$ cat src/sv/vtgd_pkg.sv
package vtgd_pkg;

   localparam logic [11:0] WINDOW_Y_MAX = 12'd3121;
   localparam int unsigned FIFO_DEPTH = 4;

   typedef enum logic [1:0] {
      ACT_UPDATE = 2'd0,
      ACT_MOVE   = 2'd1,
      ACT_DRAW   = 2'd2
   } action_type;

   // byte class from code bits 6:5
   typedef enum logic [1:0] {
      KIND_CONTROL = 2'b00,
      KIND_HIGH    = 2'b01,
      KIND_LOW_X   = 2'b10,
      KIND_LOW_Y   = 2'b11
   } kind_type;

   typedef struct packed {
      logic        last;
      logic [11:0] y;
      logic [11:0] x;
      action_type  action;
   } result_type;

   // results caused by one decoded byte
   typedef struct packed {
      logic [1:0] count;
      result_type res0;
      result_type res1;
   } decode_out_type;

endpackage

$ cat src/sv/vtgd_decode.sv
module vtgd_decode (
   input  logic                    clock,
   input  logic                    reset,
   input  logic                    fire,
   input  logic [6:0]              code,
   input  logic                    force_move,
   input  logic [13:0]             min_seg,
   output vtgd_pkg::decode_out_type dec
);
   import vtgd_pkg::*;

   logic [4:0]  high_x_ff, high_x_in, high_y_ff, high_y_in, low_y_ff, low_y_in;
   logic [1:0]  extra_x_ff, extra_x_in, extra_y_ff, extra_y_in;
   logic        expect_high_x_ff, expect_high_x_in, draw_flag_ff, draw_flag_in;
   logic [11:0] current_x_ff, current_x_in, current_y_ff, current_y_in;
   logic [11:0] pen_x_ff, pen_x_in, pen_y_ff, pen_y_in;

   logic        df;
   logic [11:0] pt_x, pt_y, dx, dy;
   logic [12:0] len;
   logic        cur_in, new_in, moved, allow, draw;
   result_type  r_move, r_draw, r_upd;

   assign pt_x = {high_x_ff, code[4:0], extra_x_ff};
   assign pt_y = {high_y_ff, low_y_ff, extra_y_ff};
   assign df   = draw_flag_ff & ~force_move;

   assign cur_in = current_y_ff <= WINDOW_Y_MAX;
   assign new_in = pt_y <= WINDOW_Y_MAX;
   assign moved  = df && ((pen_x_ff != current_x_ff) || (pen_y_ff != current_y_ff)) && cur_in;
   assign dx     = (current_x_ff > pt_x) ? current_x_ff - pt_x : pt_x - current_x_ff;
   assign dy     = (current_y_ff > pt_y) ? current_y_ff - pt_y : pt_y - current_y_ff;
   assign len    = {1'b0, dx} + {1'b0, dy};
   // 2*len tops out at 16380, fits 14 bits
   assign allow  = moved || ({len, 1'b0} >= min_seg);
   assign draw   = df && allow && cur_in && new_in;

   always_comb begin
      r_move = '{last: ~draw, y: current_y_ff, x: current_x_ff, action: ACT_MOVE};
      r_draw = '{last: 1'b1, y: pt_y, x: pt_x, action: ACT_DRAW};
      r_upd  = '{last: 1'b1, y: pt_y, x: pt_x, action: ACT_UPDATE};

      high_x_in        = high_x_ff;
      high_y_in        = high_y_ff;
      low_y_in         = low_y_ff;
      extra_x_in       = extra_x_ff;
      extra_y_in       = extra_y_ff;
      expect_high_x_in = expect_high_x_ff;
      draw_flag_in     = df;
      current_x_in     = current_x_ff;
      current_y_in     = current_y_ff;
      pen_x_in         = pen_x_ff;
      pen_y_in         = pen_y_ff;
      dec              = '{count: 2'd0, res0: r_upd, res1: r_draw};

      case (kind_type'(code[6:5]))
         KIND_HIGH: begin
            if (expect_high_x_ff) begin
               high_x_in = code[4:0];
            end else begin
               high_y_in = code[4:0];
            end
         end
         KIND_LOW_Y: begin
            extra_x_in       = low_y_ff[1:0];
            extra_y_in       = low_y_ff[3:2];
            low_y_in         = code[4:0];
            expect_high_x_in = 1'b1;
         end
         KIND_LOW_X: begin
            current_x_in     = pt_x;
            current_y_in     = pt_y;
            draw_flag_in     = 1'b1;
            expect_high_x_in = 1'b0;
            if (draw) begin
               pen_x_in = pt_x;
               pen_y_in = pt_y;
            end else if (moved) begin
               pen_x_in = current_x_ff;
               pen_y_in = current_y_ff;
            end
            if (moved) begin
               dec.res0  = r_move;
               dec.count = draw ? 2'd2 : 2'd1;
            end else if (draw) begin
               dec.res0  = r_draw;
               dec.count = 2'd1;
            end else begin
               dec.count = 2'd1;
            end
         end
         default: begin
         end
      endcase
   end

   always_ff @(posedge clock) begin
      if (reset) begin
         high_x_ff        <= '0;
         high_y_ff        <= '0;
         low_y_ff         <= '0;
         extra_x_ff       <= '0;
         extra_y_ff       <= '0;
         expect_high_x_ff <= 1'b0;
         draw_flag_ff     <= 1'b0;
         current_x_ff     <= '0;
         current_y_ff     <= '0;
         pen_x_ff         <= '0;
         pen_y_ff         <= '0;
      end else if (fire) begin
         high_x_ff        <= high_x_in;
         high_y_ff        <= high_y_in;
         low_y_ff         <= low_y_in;
         extra_x_ff       <= extra_x_in;
         extra_y_ff       <= extra_y_in;
         expect_high_x_ff <= expect_high_x_in;
         draw_flag_ff     <= draw_flag_in;
         current_x_ff     <= current_x_in;
         current_y_ff     <= current_y_in;
         pen_x_ff         <= pen_x_in;
         pen_y_ff         <= pen_y_in;
      end
   end

endmodule

$ cat src/sv/vtgd_result_fifo.sv
module vtgd_result_fifo (
   input  logic                     clock,
   input  logic                     reset,
   input  logic                     push,
   input  vtgd_pkg::decode_out_type dec,
   input  logic                     pop,
   output logic                     room2,
   output logic                     not_empty,
   output vtgd_pkg::result_type     head
);
   import vtgd_pkg::*;

   localparam int PW = $clog2(FIFO_DEPTH);

   result_type    mem_ff [FIFO_DEPTH];
   logic [PW-1:0] wr_ptr_ff, wr_ptr_in, rd_ptr_ff, rd_ptr_in;
   logic [PW:0]   count_ff, count_in, push_n;
   logic [PW-1:0] wr_next;

   assign push_n    = push ? {{(PW-1){1'b0}}, dec.count} : '0;
   assign wr_next   = wr_ptr_ff + PW'(1);
   assign not_empty = count_ff != '0;
   assign head      = mem_ff[rd_ptr_ff];
   // at least two free slots after this cycle's pop
   assign room2     = (count_ff - {{PW{1'b0}}, pop}) <= (PW+1)'(FIFO_DEPTH - 2);
   assign wr_ptr_in = wr_ptr_ff + push_n[PW-1:0];
   assign rd_ptr_in = rd_ptr_ff + {{(PW-1){1'b0}}, pop};
   assign count_in  = count_ff + push_n - {{PW{1'b0}}, pop};

   always_ff @(posedge clock) begin
      if (reset) begin
         wr_ptr_ff <= '0;
         rd_ptr_ff <= '0;
         count_ff  <= '0;
      end else begin
         wr_ptr_ff <= wr_ptr_in;
         rd_ptr_ff <= rd_ptr_in;
         count_ff  <= count_in;
      end
   end

   always_ff @(posedge clock) begin
      if (push && dec.count != 2'd0) begin
         mem_ff[wr_ptr_ff] <= dec.res0;
      end
      if (push && dec.count == 2'd2) begin
         mem_ff[wr_next] <= dec.res1;
      end
   end

endmodule

$ cat src/sv/vector_terminal_graphics_decoder.sv
// Vector terminal graphics-mode decoder.
// req_ channel: one graphics byte per word (tdata[6:0]); tuser is the
// force-move flag, which clears the draw flag before the byte is decoded.
// rsp_ channel: plotter results, tdata = action, x, y; tlast marks the
// final result caused by one byte. High-part and low-y bytes and control
// codes give no result; a low-x byte gives one or two (move, then draw).
// csr_: write enable and data for the minimum segment length (in halves),
// taken at any edge with csr_wr_en high; write it only while idle.
// The input register captures an accepted byte; the byte is decoded
// from it once the queue has room, and its results enter the queue.
// Throughput: one byte per cycle while the queue has room; the single
// output port sets the limit, so a byte with two results needs two
// output transfers. Decoding needs two free slots in the 4-entry queue.
// Reset (synchronous): all coordinate state, the pen and the register go
// to zero, the queue and the input register empty. req_tready is held
// low while reset is high.
// A stalled receiver fills the queue; the input register then holds its
// byte and req_tready drops until space returns. Nothing is dropped.
module vector_terminal_graphics_decoder (
   input  logic        clock,
   input  logic        reset,
   input  logic        req_tvalid,
   output logic        req_tready,
   input  logic [7:0]  req_tdata,   // [6:0] code_byte, [7] zero
   input  logic        req_tuser,   // [0] force_move
   output logic        rsp_tvalid,
   input  logic        rsp_tready,
   output logic [31:0] rsp_tdata,   // [1:0] action, [13:2] coord_x, [25:14] coord_y, rest zero
   output logic        rsp_tlast,
   input  logic        csr_wr_en,
   input  logic [13:0] csr_wr_data
);
   import vtgd_pkg::*;

   logic           in_valid_ff, in_valid_in;
   logic [6:0]     code_ff;
   logic           force_ff;
   logic [13:0]    min_seg_ff;
   logic           fire, room2, pop, not_empty;
   decode_out_type dec;
   result_type     head;

   // decode when a byte waits and the queue can take two results
   assign fire        = in_valid_ff && room2;
   assign req_tready  = !reset && (!in_valid_ff || fire);
   assign in_valid_in = (req_tvalid && req_tready) || (in_valid_ff && !fire);

   always_ff @(posedge clock) begin
      if (reset) begin
         in_valid_ff <= 1'b0;
         min_seg_ff  <= '0;
      end else begin
         in_valid_ff <= in_valid_in;
         if (csr_wr_en) begin
            min_seg_ff <= csr_wr_data;
         end
      end
   end

   // payload of the input register
   always_ff @(posedge clock) begin
      if (req_tvalid && req_tready) begin
         code_ff  <= req_tdata[6:0];
         force_ff <= req_tuser;
      end
   end

   vtgd_decode u_decode (
      .clock      (clock),
      .reset      (reset),
      .fire       (fire),
      .code       (code_ff),
      .force_move (force_ff),
      .min_seg    (min_seg_ff),
      .dec        (dec)
   );

   assign pop = rsp_tvalid && rsp_tready;

   vtgd_result_fifo u_fifo (
      .clock     (clock),
      .reset     (reset),
      .push      (fire),
      .dec       (dec),
      .pop       (pop),
      .room2     (room2),
      .not_empty (not_empty),
      .head      (head)
   );

   assign rsp_tvalid = not_empty;
   assign rsp_tdata  = {6'b0, head.y, head.x, head.action};
   assign rsp_tlast  = head.last;

   // a byte never causes more than two results
   a_count_max: assert property (@(posedge clock) disable iff (reset)
      fire |-> dec.count != 2'd3)
      else $error("decoder produced more than two results");

   // a pair is always move then draw, the draw closing the run
   a_pair_order: assert property (@(posedge clock) disable iff (reset)
      (fire && dec.count == 2'd2) |->
         (dec.res0.action == ACT_MOVE && !dec.res0.last &&
          dec.res1.action == ACT_DRAW && dec.res1.last))
      else $error("bad two-result ordering");

   // a single result closes its run
   a_single_last: assert property (@(posedge clock) disable iff (reset)
      (fire && dec.count == 2'd1) |-> dec.res0.last)
      else $error("single result without last");

   // an accepted byte is held until decoded
   a_hold: assert property (@(posedge clock) disable iff (reset)
      (in_valid_ff && !fire) |=> (in_valid_ff && $stable(code_ff)))
      else $error("waiting byte lost");

endmodule

$ cat config.mk
export PLATFORM = sky130hd
export DESIGN_NAME = vector_terminal_graphics_decoder
export DESIGN_NICKNAME = d
export VERILOG_FILES = /design/src/sv/vtgd_pkg.sv /design/src/sv/vtgd_decode.sv /design/src/sv/vtgd_result_fifo.sv /design/src/sv/vector_terminal_graphics_decoder.sv
export SDC_FILE = /design/constraint.sdc
export NUM_CORES = 1
export LEC_CHECK = 0
export BUFFER_PORTS_ARGS = -buffer_cell sky130_fd_sc_hd__buf_4
export CORE_MARGIN = 10
export CORE_UTILIZATION = 40
export DETAILED_ROUTE_END_ITERATION = 8
export PLACE_DENSITY = 0.63
export SLEW_MARGIN = 30
export SYNTH_ARGS = -nofsm -noshare
export SYNTH_HDL_FRONTEND = slang
export SYNTH_SLANG_ARGS = --single-unit
$ cat constraint.sdc
create_clock -name clock -period 18.4 [get_ports clock]
set_input_delay 0.92 -clock clock [delete_from_list [all_inputs] [get_ports clock]]
set_output_delay 0.92 -clock clock [all_outputs]
set_load 0.005 [all_outputs]
==> results.ini <==
[synthesis]
syn_inst = 1295
synth_area_leaders = edfxtp_1 (25%), dfxtp_1 (16%), ha_1 (7.7%)
ys_seq_area_frac = 0.413
syn_area_um2 = 12600
synth_top_cell_area_share = 0.248
async_flop_share = 0
synth_flop_cell = edfxtp_1
yosys_warnings = 0
postSynthAreaPerCell_um2 = 9.71
synthDistinctLibCells = 81
synth_edf_count = 104
synth_seq_cells = 207
yosysTopAreaCell = edfxtp_1

[worst_setup_path]
crit_path_max_incr_delay_ns = 0.65
r2r_slack_ns = 11.32
worstPathArrival_ns = 7.48
crit_required_ns = 18.80
path_cells = inv_1 -> ha_1 -> nand4_1 -> or3_1 -> o311ai_1 -> and2_1 -> mux2i_1 -> xnor2_1 -> ha_1 -> nor2b_1 -> o21ai_0 -> a21boi_0 -> o21ai_0 -> a211oi_1 -> o31ai_1 -> o41a_1 -> ha_1 -> a21o_1 -> a21o_1 -> a21o_1 -> o311a_4 -> a2111oi_0
critical_path_class = register to register
reg2reg_to = u_decode.pen_x_ff[11]
cp_max_fo = 24
cpLargestDelayFamily = compound AO/OA/AOI/OAI gates
cp-start-kind = register
cp-end-kind = register
worstReg2RegStart = u_decode.high_y_ff[0]
crit_cells = 22
worst_path_max_delay_cell = and2_1
critPathBufInv = 1
rr_worst_depth = 22

[sta]
skew_ns = 0.0117
fmax_ghz = 0.141
worstMarginPinSlew_ns = 1.03
post-route-period-util = 0.385
rsz0062_at_grt = false
fin_crit_ns = 7.08
slew_viol_final = 0
setup_viol = 0
slew_headroom = 0.316
tns_ns = 0
hold_viol = 0

[pwr]
power.total_mw = 1.41
p_leak_nw = 5.31
power_density_nw_per_um2 = 101
peakVddDrop_mv = 0.0609

[drt]
viasPerCell = 5.79
routed_wl_mm = 34.2
vias = 9844
drtPass1Iterations = 5
first_iter_violations = 996
drc = 0
post_drt_wl_per_cell_um = 20.1
final_antenna_net_count = 0

[clocking]
clockRootBuffer = clkbuf_16
htree_levels = 1
ctsHoldBuffers = 0
clk_path_buf_depth = 3
clk_pin_slew_worst_paths_ns = 0.06
cts_tree = done
postCtsSetupBuffers = 0
cts_buffers = 23
ctsResizeCount = 0
clkLatencyLatePin_ns = 0.54
clock-sinks = 207

[floorplan]
die_area_um2 = 38900
core_um2 = 30800
ios = 63
dieWidth_um = 197
std_cell_rows = 64
fp.dieH_um = 197
initial_utilization = 0.408

[finish]
diodes = 0
fill_cells = 2891
fin_nets = 1399
multi_input_area_um2 = 6580
area_growth_pct = 10.5
register_area_um2 = 5190
final_cell_mix = nor2_1 (137), nand2_1 (125), edfxtp_1 (104)
drive_above_1_share = 0.130
mostFrequentLayoutCell = nor2_1

[global_route]
grt_pass1_wl_mm = 53.6
antenna_found_initial = 0
track_usage = 0.173
first_global_vias = 9594
grt_remaining_overflow = 0
grt_max_degree = 71

[min_path]
hold_class = register to register
whs_path_depth = 2
whs_endpoint = u_fifo.mem_ff[3][0]
worst_hold_startpoint = u_fifo.mem_ff[3][0]

[run]
cap_violations = 0

[place]
gp_congestion = 0.879
numPortBuffers = 55
place_hpwl_mm = 23.2

[outcome]
status = completed

==> worst register-to-register path: cells and delay by family, from the launching register on <==
kind                       cells  cell delay [ns]
AOI/OAI and AO/OA             12             3.19
xor gates and xnor gates       1             0.21
adders and majority gates      3             1.06
buffers and inverters          1             0.16
DFF                            1             0.55
muxes                          1             0.29
and+or+nand+nor                4             1.47
==> cell families (layout without fill, tap and decap cells) <==
group / Yosys count / after routing / share of synthesized area
DFF: 207 / 207 / 0.413
xor gates and xnor gates: 57 / 57 / 0.0397
adders and majority gates: 83 / 83 / 0.0862
buffers and inverters: 203 / 208 / 0.0684
muxes: 59 / 59 / 0.0742
AOI/OAI and AO/OA: 329 / 329 / 0.194
and+or+nand+nor: 356 / 356 / 0.125
other: 1 / 6 / 0.000298
==> state kept, by name (all words and copies together) (netlist names) <==
name and count:
force_ff 1, u_decode.high_x_ff 5, u_decode.draw_flag_ff 1, u_fifo.mem_ff 108, u_decode.high_y_ff 5, u_decode.pen_x_ff 12, u_fifo.rd_ptr_ff 2, u_decode.current_y_ff 12
code_ff 7, u_decode.low_y_ff 5, in_valid_ff 1, u_fifo.wr_ptr_ff 2, min_seg_ff 14, u_decode.extra_y_ff 2, u_decode.pen_y_ff 12, u_fifo.count_ff 3
u_decode.extra_x_ff 2, u_decode.current_x_ff 12, u_decode.expect_high_x_ff 1
==> layer usage <==
layer / vias up / routed length [µm] / track usage
li1: 4648 / - / -
met1: 4792 / 14900 / 0.230
met2: 358 / 16200 / 0.288
met3: 46 / 2470 / 0.0254
met4: 0 / 608 / 0.0430
met5: - / 0 / 0
==> per-stage QoR <==
stage	utilization	instance area (µm²)	worst slack, ns	hold slack (ns)	cells
2_1_floorplan	-	12600	12.60	0.426	1300
3_3_place_gp	0.426	13100	11.28	0.444	1659
3_5_place_dp	0.426	13100	11.39	0.444	1659
4_1_cts	0.451	13900	11.35	0.455	1701
5_1_grt	0.451	13900	10.79	0.493	1701
6_report	0.451	13900	11.32	0.452	1701
==> cell type report <==
class                   count  area share
well taps                 396      0.0357
clock inverters             7     0.00531
repair buffers             69      0.0373
inverters                  97      0.0262
multi-input cells         890       0.474
flip-flops and latches    207       0.373
clock buffers              35      0.0484
==> worst max path at each step <==
stage                        startpoint                     to  slack, ns
6_report          u_decode.high_y_ff[0]  u_decode.pen_x_ff[11]      11.32
5_1_grt          u_decode.extra_y_ff[1]  u_decode.pen_x_ff[11]      10.79
4_1_cts          u_decode.extra_y_ff[1]  u_decode.pen_x_ff[11]      11.35
3_5_place_dp     u_decode.extra_y_ff[1]  u_decode.pen_x_ff[11]      11.39
3_3_place_gp     u_decode.extra_y_ff[1]   u_decode.pen_y_ff[8]      11.28
2_1_floorplan  u_decode.current_y_ff[0]  u_decode.pen_x_ff[10]      12.60
==> synthesized netlist by cell type (9+ instances only) <==
library cell	n
xnor2_1	24
o21ai_0	73
nor2b_1	13
ha_1	77
a31oi_1	10
buf_2	24
clkbuf_1	65
a21o_1	18
dfxtp_1	103
mux4_2	27
a2111oi_2	20
nor3_1	13
nand3_1	9
edfxtp_1	104
nor2_1	139
mux2i_1	29
a32o_1	48
nand2_1	125
inv_1	96
nand4_1	11
xor2_1	33
a21oi_1	78
==> report_power, final <==
| group | leakage, nW | total [mW] | internal, mW | switching (mW) |
|---|---|---|---|---|
| Clock | 0.359 | 0.453 | 0.267 | 0.187 |
| Combinational | 3.12 | 0.434 | 0.199 | 0.235 |
| Sequential | 1.83 | 0.521 | 0.501 | 0.0196 |
| Total | 5.31 | 1.41 | 0.967 | 0.442 |
Power figures use the tool's default switching activity.
